**src/sv/gf13_pkg.sv**
```systemverilog
package gf13_pkg;
    localparam int FIELD_DEGREE = 13;
    localparam logic [FIELD_DEGREE-1:0] RED_POLY = 13'h001B;
    // cells in the chain: the inverse needs 16 multiply/square steps
    localparam int N_CELLS = 16;

    typedef logic [FIELD_DEGREE-1:0] t_elem;

    typedef enum logic [2:0] {
        OP_ADD  = 3'd0,
        OP_MUL  = 3'd1,
        OP_SQR  = 3'd2,
        OP_SQRT = 3'd3,
        OP_INV  = 3'd4
    } t_op;

    typedef struct packed {
        logic  vld;
        t_op   op;
        t_elem a;
        t_elem b;
        t_elem x;
        t_elem y;
    } t_beat;

    function automatic t_elem gf_mul(input t_elem a, input t_elem b);
        logic [FIELD_DEGREE:0] acc;
        acc = '0;
        for (int i = FIELD_DEGREE - 1; i >= 0; i--) begin
            acc = {acc[FIELD_DEGREE-1:0], 1'b0};
            if (acc[FIELD_DEGREE]) acc = {1'b0, acc[FIELD_DEGREE-1:0] ^ RED_POLY};
            if (b[i]) acc = acc ^ {1'b0, a};
        end
        return acc[FIELD_DEGREE-1:0];
    endfunction
endpackage

```
**src/sv/gf13_cell.sv**
```systemverilog
module gf13_cell (
    input  logic                 i_clk,
    input  logic                 i_rst_n,
    input  logic                 i_stall,
    input  logic [3:0]           i_idx,
    input  gf13_pkg::t_beat      i_beat,
    output gf13_pkg::t_beat      o_beat
);
    import gf13_pkg::*;

    t_beat n_beat;
    t_beat r_beat;
    t_elem w_sq;
    t_elem w_mo;
    t_elem w_m;

    // one multiplier per cell; squaring feeds x twice
    always_comb begin
        w_mo = i_beat.x;
        if (i_beat.op == OP_INV) begin
            if (i_idx == 4'd2 || i_idx == 4'd7 || i_idx == 4'd14) w_mo = i_beat.y;
            else if (i_idx == 4'd3) w_mo = i_beat.a;
        end
        w_m  = gf_mul(i_beat.x, w_mo);
        w_sq = w_m;
        n_beat = i_beat;
        unique case (i_beat.op)
            OP_SQRT: if (i_idx < 4'd12) n_beat.x = w_sq;
            OP_INV: begin
                n_beat.x = w_m;
                // keep p2 for the p4*p2 product, later p7 and p63
                if (i_idx == 4'd0 || i_idx == 4'd3 || i_idx == 4'd7) n_beat.y = w_m;
            end
            default: ;
        endcase
    end

    // stage map (inverse): 0 p2, 1 p4, 2 p6, 3 p7, 4..6 p7^8, 7 p63,
    // 8..13 p63^64, 14 p4095, 15 p8190
    always_ff @(posedge i_clk) begin
        if (!i_rst_n) begin
            r_beat.vld <= 1'b0;
        end else if (!i_stall) begin
            r_beat.vld <= i_beat.vld;
        end
        if (!i_stall) begin
            r_beat.op <= i_beat.op;
            r_beat.a  <= i_beat.a;
            r_beat.b  <= i_beat.b;
            r_beat.x  <= n_beat.x;
            r_beat.y  <= n_beat.y;
        end
    end

    assign o_beat = r_beat;
endmodule

```
**src/sv/gf2_13_arithmetic_unit.sv**
```systemverilog
// GF(2^13) arithmetic unit, polynomial z^13+z^4+z^3+z+1.
// Input channel: i_valid / o_stall with i_func, i_operand_a, i_operand_b.
// Output channel: o_valid / i_stall with o_result.
// A beat moves on a channel at a clock edge with valid high and stall low.
// Ops: add, multiply, square, square root (a^4096), inverse (a^8190, 0->0);
// other codes return zero.
// The datapath is a chain of 16 identical cells, each with one 13x13
// carry-less multiplier and a register; every op walks the whole chain,
// so each result passes the 16 cells and then a result stage.
// Throughput: one beat per unstalled cycle, set by one multiplier per cell.
// The whole chain advances together; it freezes only while a result waits
// in the output register under i_stall, and o_stall is high exactly then,
// so no beat is lost or repeated.
// Reset (synchronous, active low) clears all valid bits; data is not reset.
module gf2_13_arithmetic_unit (
    input  logic        i_clk,
    input  logic        i_rst_n,
    input  logic        i_valid,
    output logic        o_stall,
    input  logic [2:0]  i_func,
    input  logic [12:0] i_operand_a,
    input  logic [12:0] i_operand_b,
    output logic        o_valid,
    input  logic        i_stall,
    output logic [12:0] o_result
);
    import gf13_pkg::*;

    t_beat w_chain [N_CELLS+1];
    logic  r_vld;
    t_elem r_res;
    t_elem n_res;
    logic  w_adv;

    // a stalled output holds; an empty output slot lets the chain move
    assign w_adv   = !(r_vld && i_stall);
    assign o_stall = !w_adv;

    assign w_chain[0] = '{vld: i_valid, op: t_op'(i_func), a: i_operand_a,
                          b: i_operand_b, x: i_operand_a, y: i_operand_a};

    for (genvar g = 0; g < N_CELLS; g++) begin : g_cell
        gf13_cell u_cell (
            .i_clk  (i_clk),
            .i_rst_n(i_rst_n),
            .i_stall(!w_adv),
            .i_idx  (4'(g)),
            .i_beat (w_chain[g]),
            .o_beat (w_chain[g+1])
        );
    end

    // final op select; add, multiply and square happen here on carried operands
    always_comb begin
        case (w_chain[N_CELLS].op)
            OP_ADD:  n_res = w_chain[N_CELLS].a ^ w_chain[N_CELLS].b;
            OP_MUL:  n_res = gf_mul(w_chain[N_CELLS].a, w_chain[N_CELLS].b);
            OP_SQR:  n_res = gf_mul(w_chain[N_CELLS].a, w_chain[N_CELLS].a);
            OP_SQRT: n_res = w_chain[N_CELLS].x;
            OP_INV:  n_res = w_chain[N_CELLS].x;
            default: n_res = '0;
        endcase
    end

    always_ff @(posedge i_clk) begin
        if (!i_rst_n) begin
            r_vld <= 1'b0;
        end else if (w_adv) begin
            r_vld <= w_chain[N_CELLS].vld;
        end
        if (w_adv) r_res <= n_res;
    end

    assign o_valid  = r_vld;
    assign o_result = r_res;

`ifndef ASSERT_OFF
    a_hold: assert property (@(posedge i_clk) disable iff (!i_rst_n)
        (o_valid && i_stall) |=> (o_valid && $stable(o_result)))
        else $error("result changed under stall");
    a_stall: assert property (@(posedge i_clk) disable iff (!i_rst_n)
        o_stall |-> (o_valid && i_stall))
        else $error("stall without full output");
`endif
endmodule
```
**config.mk**
```make
export PLATFORM = sky130hd
export DESIGN_NAME = gf2_13_arithmetic_unit
export DESIGN_NICKNAME = d
export VERILOG_FILES = /design/src/sv/gf13_pkg.sv /design/src/sv/gf13_cell.sv /design/src/sv/gf2_13_arithmetic_unit.sv
export SDC_FILE = /design/constraint.sdc
export NUM_CORES = 2
export LEC_CHECK = 0
export BUFFER_PORTS_ARGS = -buffer_cell sky130_fd_sc_hd__buf_4
export CELL_PAD_IN_SITES_DETAIL_PLACEMENT = 0
export CELL_PAD_IN_SITES_GLOBAL_PLACEMENT = 1
export CORE_AREA = 8 8 481 342
export DETAILED_ROUTE_END_ITERATION = 16
export DIE_AREA = 0 0 489 350
export PLACE_DENSITY = 0.52
export SYNTH_ARGS = -nofsm -noshare
export SYNTH_HDL_FRONTEND = slang
export SYNTH_SLANG_ARGS = --single-unit
```
**constraint.sdc**
```tcl
create_clock -name i_clk -period 72.4 [get_ports i_clk]
set_clock_uncertainty 0.15 [all_clocks]
set_input_delay 3.62 -clock i_clk [delete_from_list [all_inputs] [get_ports i_clk]]
set_output_delay 3.62 -clock i_clk [all_outputs]
set_load 0.005 [all_outputs]
```
Yosys cells after proc, flatten, opt, wreduce, memory -nomap -nowiden
Index checks and enable logic that the tools add are counted.
{"block": "word_totals", "ff_bits": 884, "inputBits": 33}
{"block": "classes", "n_eq_ne": 32, "muxes": 522, "bitwise": 433, "reduce_logical": 15}
{"cell": "13-bit two-way mux", "n": 305}
{"cell": "13-bit XOR", "n": 217}
{"cell": "5-bit two-way mux", "n": 216}
{"cell": "4-bit NOT", "n": 216}
{"cell": "13-bit one-hot mux with 4 select lines", "n": 1}
{"cell": "3-bit equality test (second input constant)", "n": 17}
{"cell": "3-bit by 2-bit equality test with 1-bit output (second input constant)", "n": 14}
{"cell": "2-bit OR reduction", "n": 13}
{"cell": "3-bit by 1-bit equality test with 1-bit output (second input constant)", "n": 1}
{"cell": "3-bit logical NOT", "n": 1}
{"cell": "1-bit logical AND", "n": 1}

Logic depth before layout (Yosys ltp)
{"block": "logic_depth", "word_depth": 74, "depth_mapped": 13, "mapped_depth_nobuf": 10}

Hierarchy
A second synthesis with hierarchy kept.
{"block": "unflattened", "cells_unflattened": 10690, "hier_area_um2": 98829.8}
{"mod": "gf13_cell at g_cell[0].u_cell ...", "instances": 13, "cells_each": 636, "area_per_inst_um2": 5969.5, "seq_area_each_um2": 1671.6}
{"mod": "gf13_cell at g_cell[7].u_cell ...", "instances": 2, "cells_each": 630, "area_per_inst_um2": 5869.4, "seq_area_each_um2": 1671.6}
{"mod": "gf13_cell at g_cell[9].u_cell", "instances": 1, "cells_each": 662, "area_per_inst_um2": 5625.4, "seq_area_each_um2": 1671.6}
{"mod": "gf2_13_arithmetic_unit", "instances": 1, "cells_each": 500, "area_per_inst_um2": 3862.5, "seq_area_each_um2": 410.4}

Worst setup path before layout
No wires, ideal clock.
{"block": "synth_timing", "path_type": "input to register", "startpoint": "in i_stall", "endpoint": "reg g_cell[0].u_cell.r_beat (netlist bit g_cell[0].u_cell.o_beat[0]) (enable)", "setup_ns": 1.569, "arrival_time_ns": 27.282, "setup_slack_ns": 43.399, "path_stages": 2, "n_path_buf": 1, "cell_sequence": "nand2_1 > clkbuf_1"}
{"block": "synth_between", "elab_chain_len": 1}
{"element": "from (decl)", "line_no": "gf2_13_arithmetic_unit.sv:24", "source": "input logic i_stall,"}
{"element": "1-bit logical AND", "line_no": "gf2_13_arithmetic_unit.sv:36", "source": "assign w_adv = !(r_vld && i_stall);"}
{"element": "to (decl)", "line_no": "gf13_cell.sv:12", "source": "t_beat r_beat;"}
No other way between the ends.
A chain may end at the register's enable or synchronous reset.

Worst setup path in the final report
{"block": "layout_timing", "startpoint": "in i_stall", "endpoint": "out o_stall"}
{"block": "layout_between", "elab_chain_len": 1}
{"element": "1-bit logical AND", "line_no": "gf2_13_arithmetic_unit.sv:36"}
{"element": "to (decl)", "line_no": "gf2_13_arithmetic_unit.sv:19", "source": "output logic o_stall,"}
No other way between the ends.

==> results.sh <==
export IMPL_cts_buffers=92
export IMPL_ant_nets=0
export IMPL_slew_viol_final=0
export IMPL_num_rows=122
export IMPL_crit_start="i_stall"
export IMPL_hold_viol_final=0
export IMPL_critPathCaptureType="output pin"
export IMPL_wl_per_cell_um=17.86
export IMPL_regToRegSetupSlack_ps=67510
export IMPL_area_growth_pct=12.03
export IMPL_drt_iter0_drc=2101
export IMPL_cpMostUsedCell="buf_4"
export IMPL_synth_edf_count=867
export IMPL_synth_nets=4222
export IMPL_die_height_um=350
export IMPL_ys_types=63
export IMPL_grt_max_degree=163
export IMPL_min_from="g_cell[6].u_cell.o_beat[44]$_DFFE_PN_"
export IMPL_clock_sinks=884
export IMPL_fillers=15720
export IMPL_pin_count=48
export IMPL_clock_root_buffer="clkbuf_16"
export IMPL_antenna_found_initial=5
export IMPL_synthArstFlopShare=0
export IMPL_r2r_start="o_valid$_SDFFE_PN0N_"
export IMPL_synth_top_area_share=0.5566
export IMPL_syn_inst=4174
export IMPL_status="complete, no violations"
export IMPL_critPathMaxFanout=47
export IMPL_drive_gt1_frac=0.08425
export IMPL_clockBufferDepth=3
export IMPL_critical_path_required_ps=68630
export IMPL_die_area_mm2=0.1712
export IMPL_hold_buffers=0
export IMPL_maxCapViolCount=0
export IMPL_cts_setup_buffers=0
export IMPL_clk_latency_ps=690
export IMPL_grt_pass1_vias=27020
export IMPL_clk_pin_slew_ps=60
export IMPL_synth_seq_cells=884
export IMPL_cts_tree="built"
export IMPL_cpPeakStageDelay_ps=610
export IMPL_ys_flop_type="edfxtp_1"
export IMPL_rsz0062_at_grt="no"
export IMPL_yosysWarnings=0
export IMPL_placeableCoreArea_mm2=0.1568
export IMPL_min_period_ps=8870
export IMPL_worstPathCellList="buf_4 > nand2_4 > clkinv_1 > buf_4"
export IMPL_wl_um=112300
export IMPL_initial_core_util=0.2984
export IMPL_rr_worst_depth=5
export IMPL_setup_violations=0
export IMPL_h_tree_depth=3
export IMPL_finalNetCount=4152
export IMPL_r2r_end="g_cell[7].u_cell.o_beat[32]$_DFFE_PN_"
export IMPL_ys_seq_area_frac=0.5638
export IMPL_tightest_slew_ps=1158
export IMPL_worstSetupEndpoint="o_stall"
export IMPL_die_w_um=489
export IMPL_io_buffers=47
export IMPL_crit_type="in -> out"
export IMPL_relSlewSlack=0.2280
export IMPL_cp_data_arrival_time_ps=5100
export IMPL_drc=0
export IMPL_netlist_top_cells_area="edfxtp_1, xnor2_1, nand2_1"
export IMPL_vias=28370
export IMPL_netlist_area_mm2=0.04678
export IMPL_cts_resized=0
export IMPL_grt_pass1_wl_um=172200
export IMPL_syn_avg_cell_area_um2=11.21
export IMPL_timing_final_crit_share=0.1225
export IMPL_firstDrtPassIters=5
export IMPL_slowest_stage="clkinv_1"
export IMPL_yosys_area_top_type="edfxtp_1"
export IMPL_dp_hpwl_um=70680
export IMPL_viasPerCell=4.511
export IMPL_gp_congestion=0.7666
export IMPL_fin_tns_setup_ps=0
export IMPL_gr_total_overflow=0
export IMPL_timing_fmax_mhz=112.7
export IMPL_grt_util_all_layers=0.1283
export IMPL_hold_path_class="reg -> reg"
export IMPL_critical_path_startpoint_type="input pin"
[critical path, delay by kind of cell]
family	cells	cell delay (ps)
buf+inv	3	1050
simple gates	1	420
[layer usage]
layer  wire [um]  vias to the layer above  global-route usage  part of all wire
met5           0                        -                   0                 0
met4        1739                        0             0.02695             0.015
met3        4630                      119             0.01948             0.041
met2       46280                      528              0.1821              0.41
met1       59660                    13700              0.2035              0.53
li1            -                    14020                   -                 -
[cell usage after synthesis, types with 15 or more instances]
cell      instances
ha_1             15
a21boi_0         17
nand3_1          37
xnor2_1         795
nand2_1        1005
clkbuf_1        225
xor2_1          277
o22ai_1          27
mux2_2           56
dfxtp_1          17
nor2_1          116
inv_1            42
o21ai_0         156
buf_2            18
a21oi_1         189
buf_1            34
mux2i_1          20
edfxtp_1        867
a22oi_1          24
o21ai_1          45
[cell type report]
type | instances | area (um^2) | share of cell area
diodes | 2 | 5.005 | 0.00009550
inverters | 43 | 161.4 | 0.003080
well taps | 2108 | 2638 | 0.05033
clock inverters | 58 | 772.0 | 0.01473
multi-input cells | 2968 | 19200 | 0.3663
repair buffers | 115 | 888.4 | 0.01695
clock buffers | 110 | 2370 | 0.04522
flip-flops and latches | 884 | 26380 | 0.5033
[worst min-delay path by stage]
stage,endpoint,slack (ps),cells after the start
final,g_cell[7].u_cell.o_beat[44]$_DFFE_PN_,220,0
after global routing,g_cell[8].u_cell.o_beat[47]$_DFFE_PN_,240,0
after CTS,g_cell[7].u_cell.o_beat[44]$_DFFE_PN_,210,0
after detailed placement,g_cell[10].u_cell.o_beat[46]$_DFFE_PN_,250,0
after global placement,g_cell[7].u_cell.o_beat[51]$_DFFE_PN_,250,0
after floorplan,g_cell[10].u_cell.o_beat[0]$_DFFE_PN_,250,0
[stage by stage]
stage | utilization | std cells | worst slack, ps | area, um^2 | hold slack, ps
6_report | 0.3343 | 6288 | 63530 | 52410 | 221.5
5_1_grt | 0.3343 | 6287 | 63410 | 52400 | 236.5
4_1_cts | 0.3343 | 6286 | 63520 | 52400 | 212.1
3_5_place_dp | 0.3142 | 6118 | 63510 | 49260 | 254.5
3_3_place_gp | 0.3142 | 6118 | 63490 | 49260 | 250.3
2_1_floorplan | - | 4174 | 43400 | 46780 | 250.3
[logic make-up after synthesis]
group,Yosys count,share of synthesized area
adder cells (fa/ha/maj),15,0.004012
flip-flops,884,0.5638
multiplexers,83,0.02001
buffers and inverters,322,0.02648
AO/OA/AOI/OAI,535,0.06615
XOR/XNOR,1104,0.2147
AND/OR/NAND/NOR,1231,0.1048
[registers in the layout (all words and copies together), names as in the netlist]
| name | count |
|---|---|
| g_cell.u_cell.o_beat | 870 |
| o_valid | 1 |
| o_result | 13 |
[placed cells by master, fill, tap and decap left out, types with 5 or more instances in the layout]
| cell | count |
|---|---|
| nand2_1 | 1004 |
| edfxtp_1 | 867 |
| xnor2_1 | 795 |
| xor2_1 | 277 |
| a21oi_1 | 189 |
| o21ai_0 | 148 |
| nor2_1 | 116 |
| buf_4 | 113 |
| clkbuf_16 | 92 |
| mux2_2 | 56 |
| o21ai_1 | 53 |
| inv_1 | 42 |
| nand3_1 | 37 |
| o22ai_1 | 27 |
| a22oi_1 | 24 |
| mux2i_1 | 20 |
| clkinv_1 | 20 |
| clkbuf_1 | 18 |
| a21boi_0 | 17 |
| dfxtp_1 | 17 |
| ha_1 | 15 |
| xnor3_1 | 13 |
| nand4_1 | 13 |
| a31oi_1 | 13 |
| bufinv_16 | 12 |
| o21a_1 | 11 |
| xnor2_2 | 11 |
| nor3_1 | 10 |
| nand2b_1 | 9 |
| a222oi_1 | 9 |
| nor2b_1 | 8 |
| or3b_2 | 8 |
| o221a_2 | 8 |
| mux2_4 | 7 |
| a211oi_1 | 7 |
| o211ai_1 | 6 |
| and2_1 | 6 |
| clkinv_4 | 6 |
| clkinv_8 | 5 |
| clkinv_2 | 5 |
Power is not shown: default switching activity piles up to over one toggle a cycle in this logic, so the estimate is an artifact.
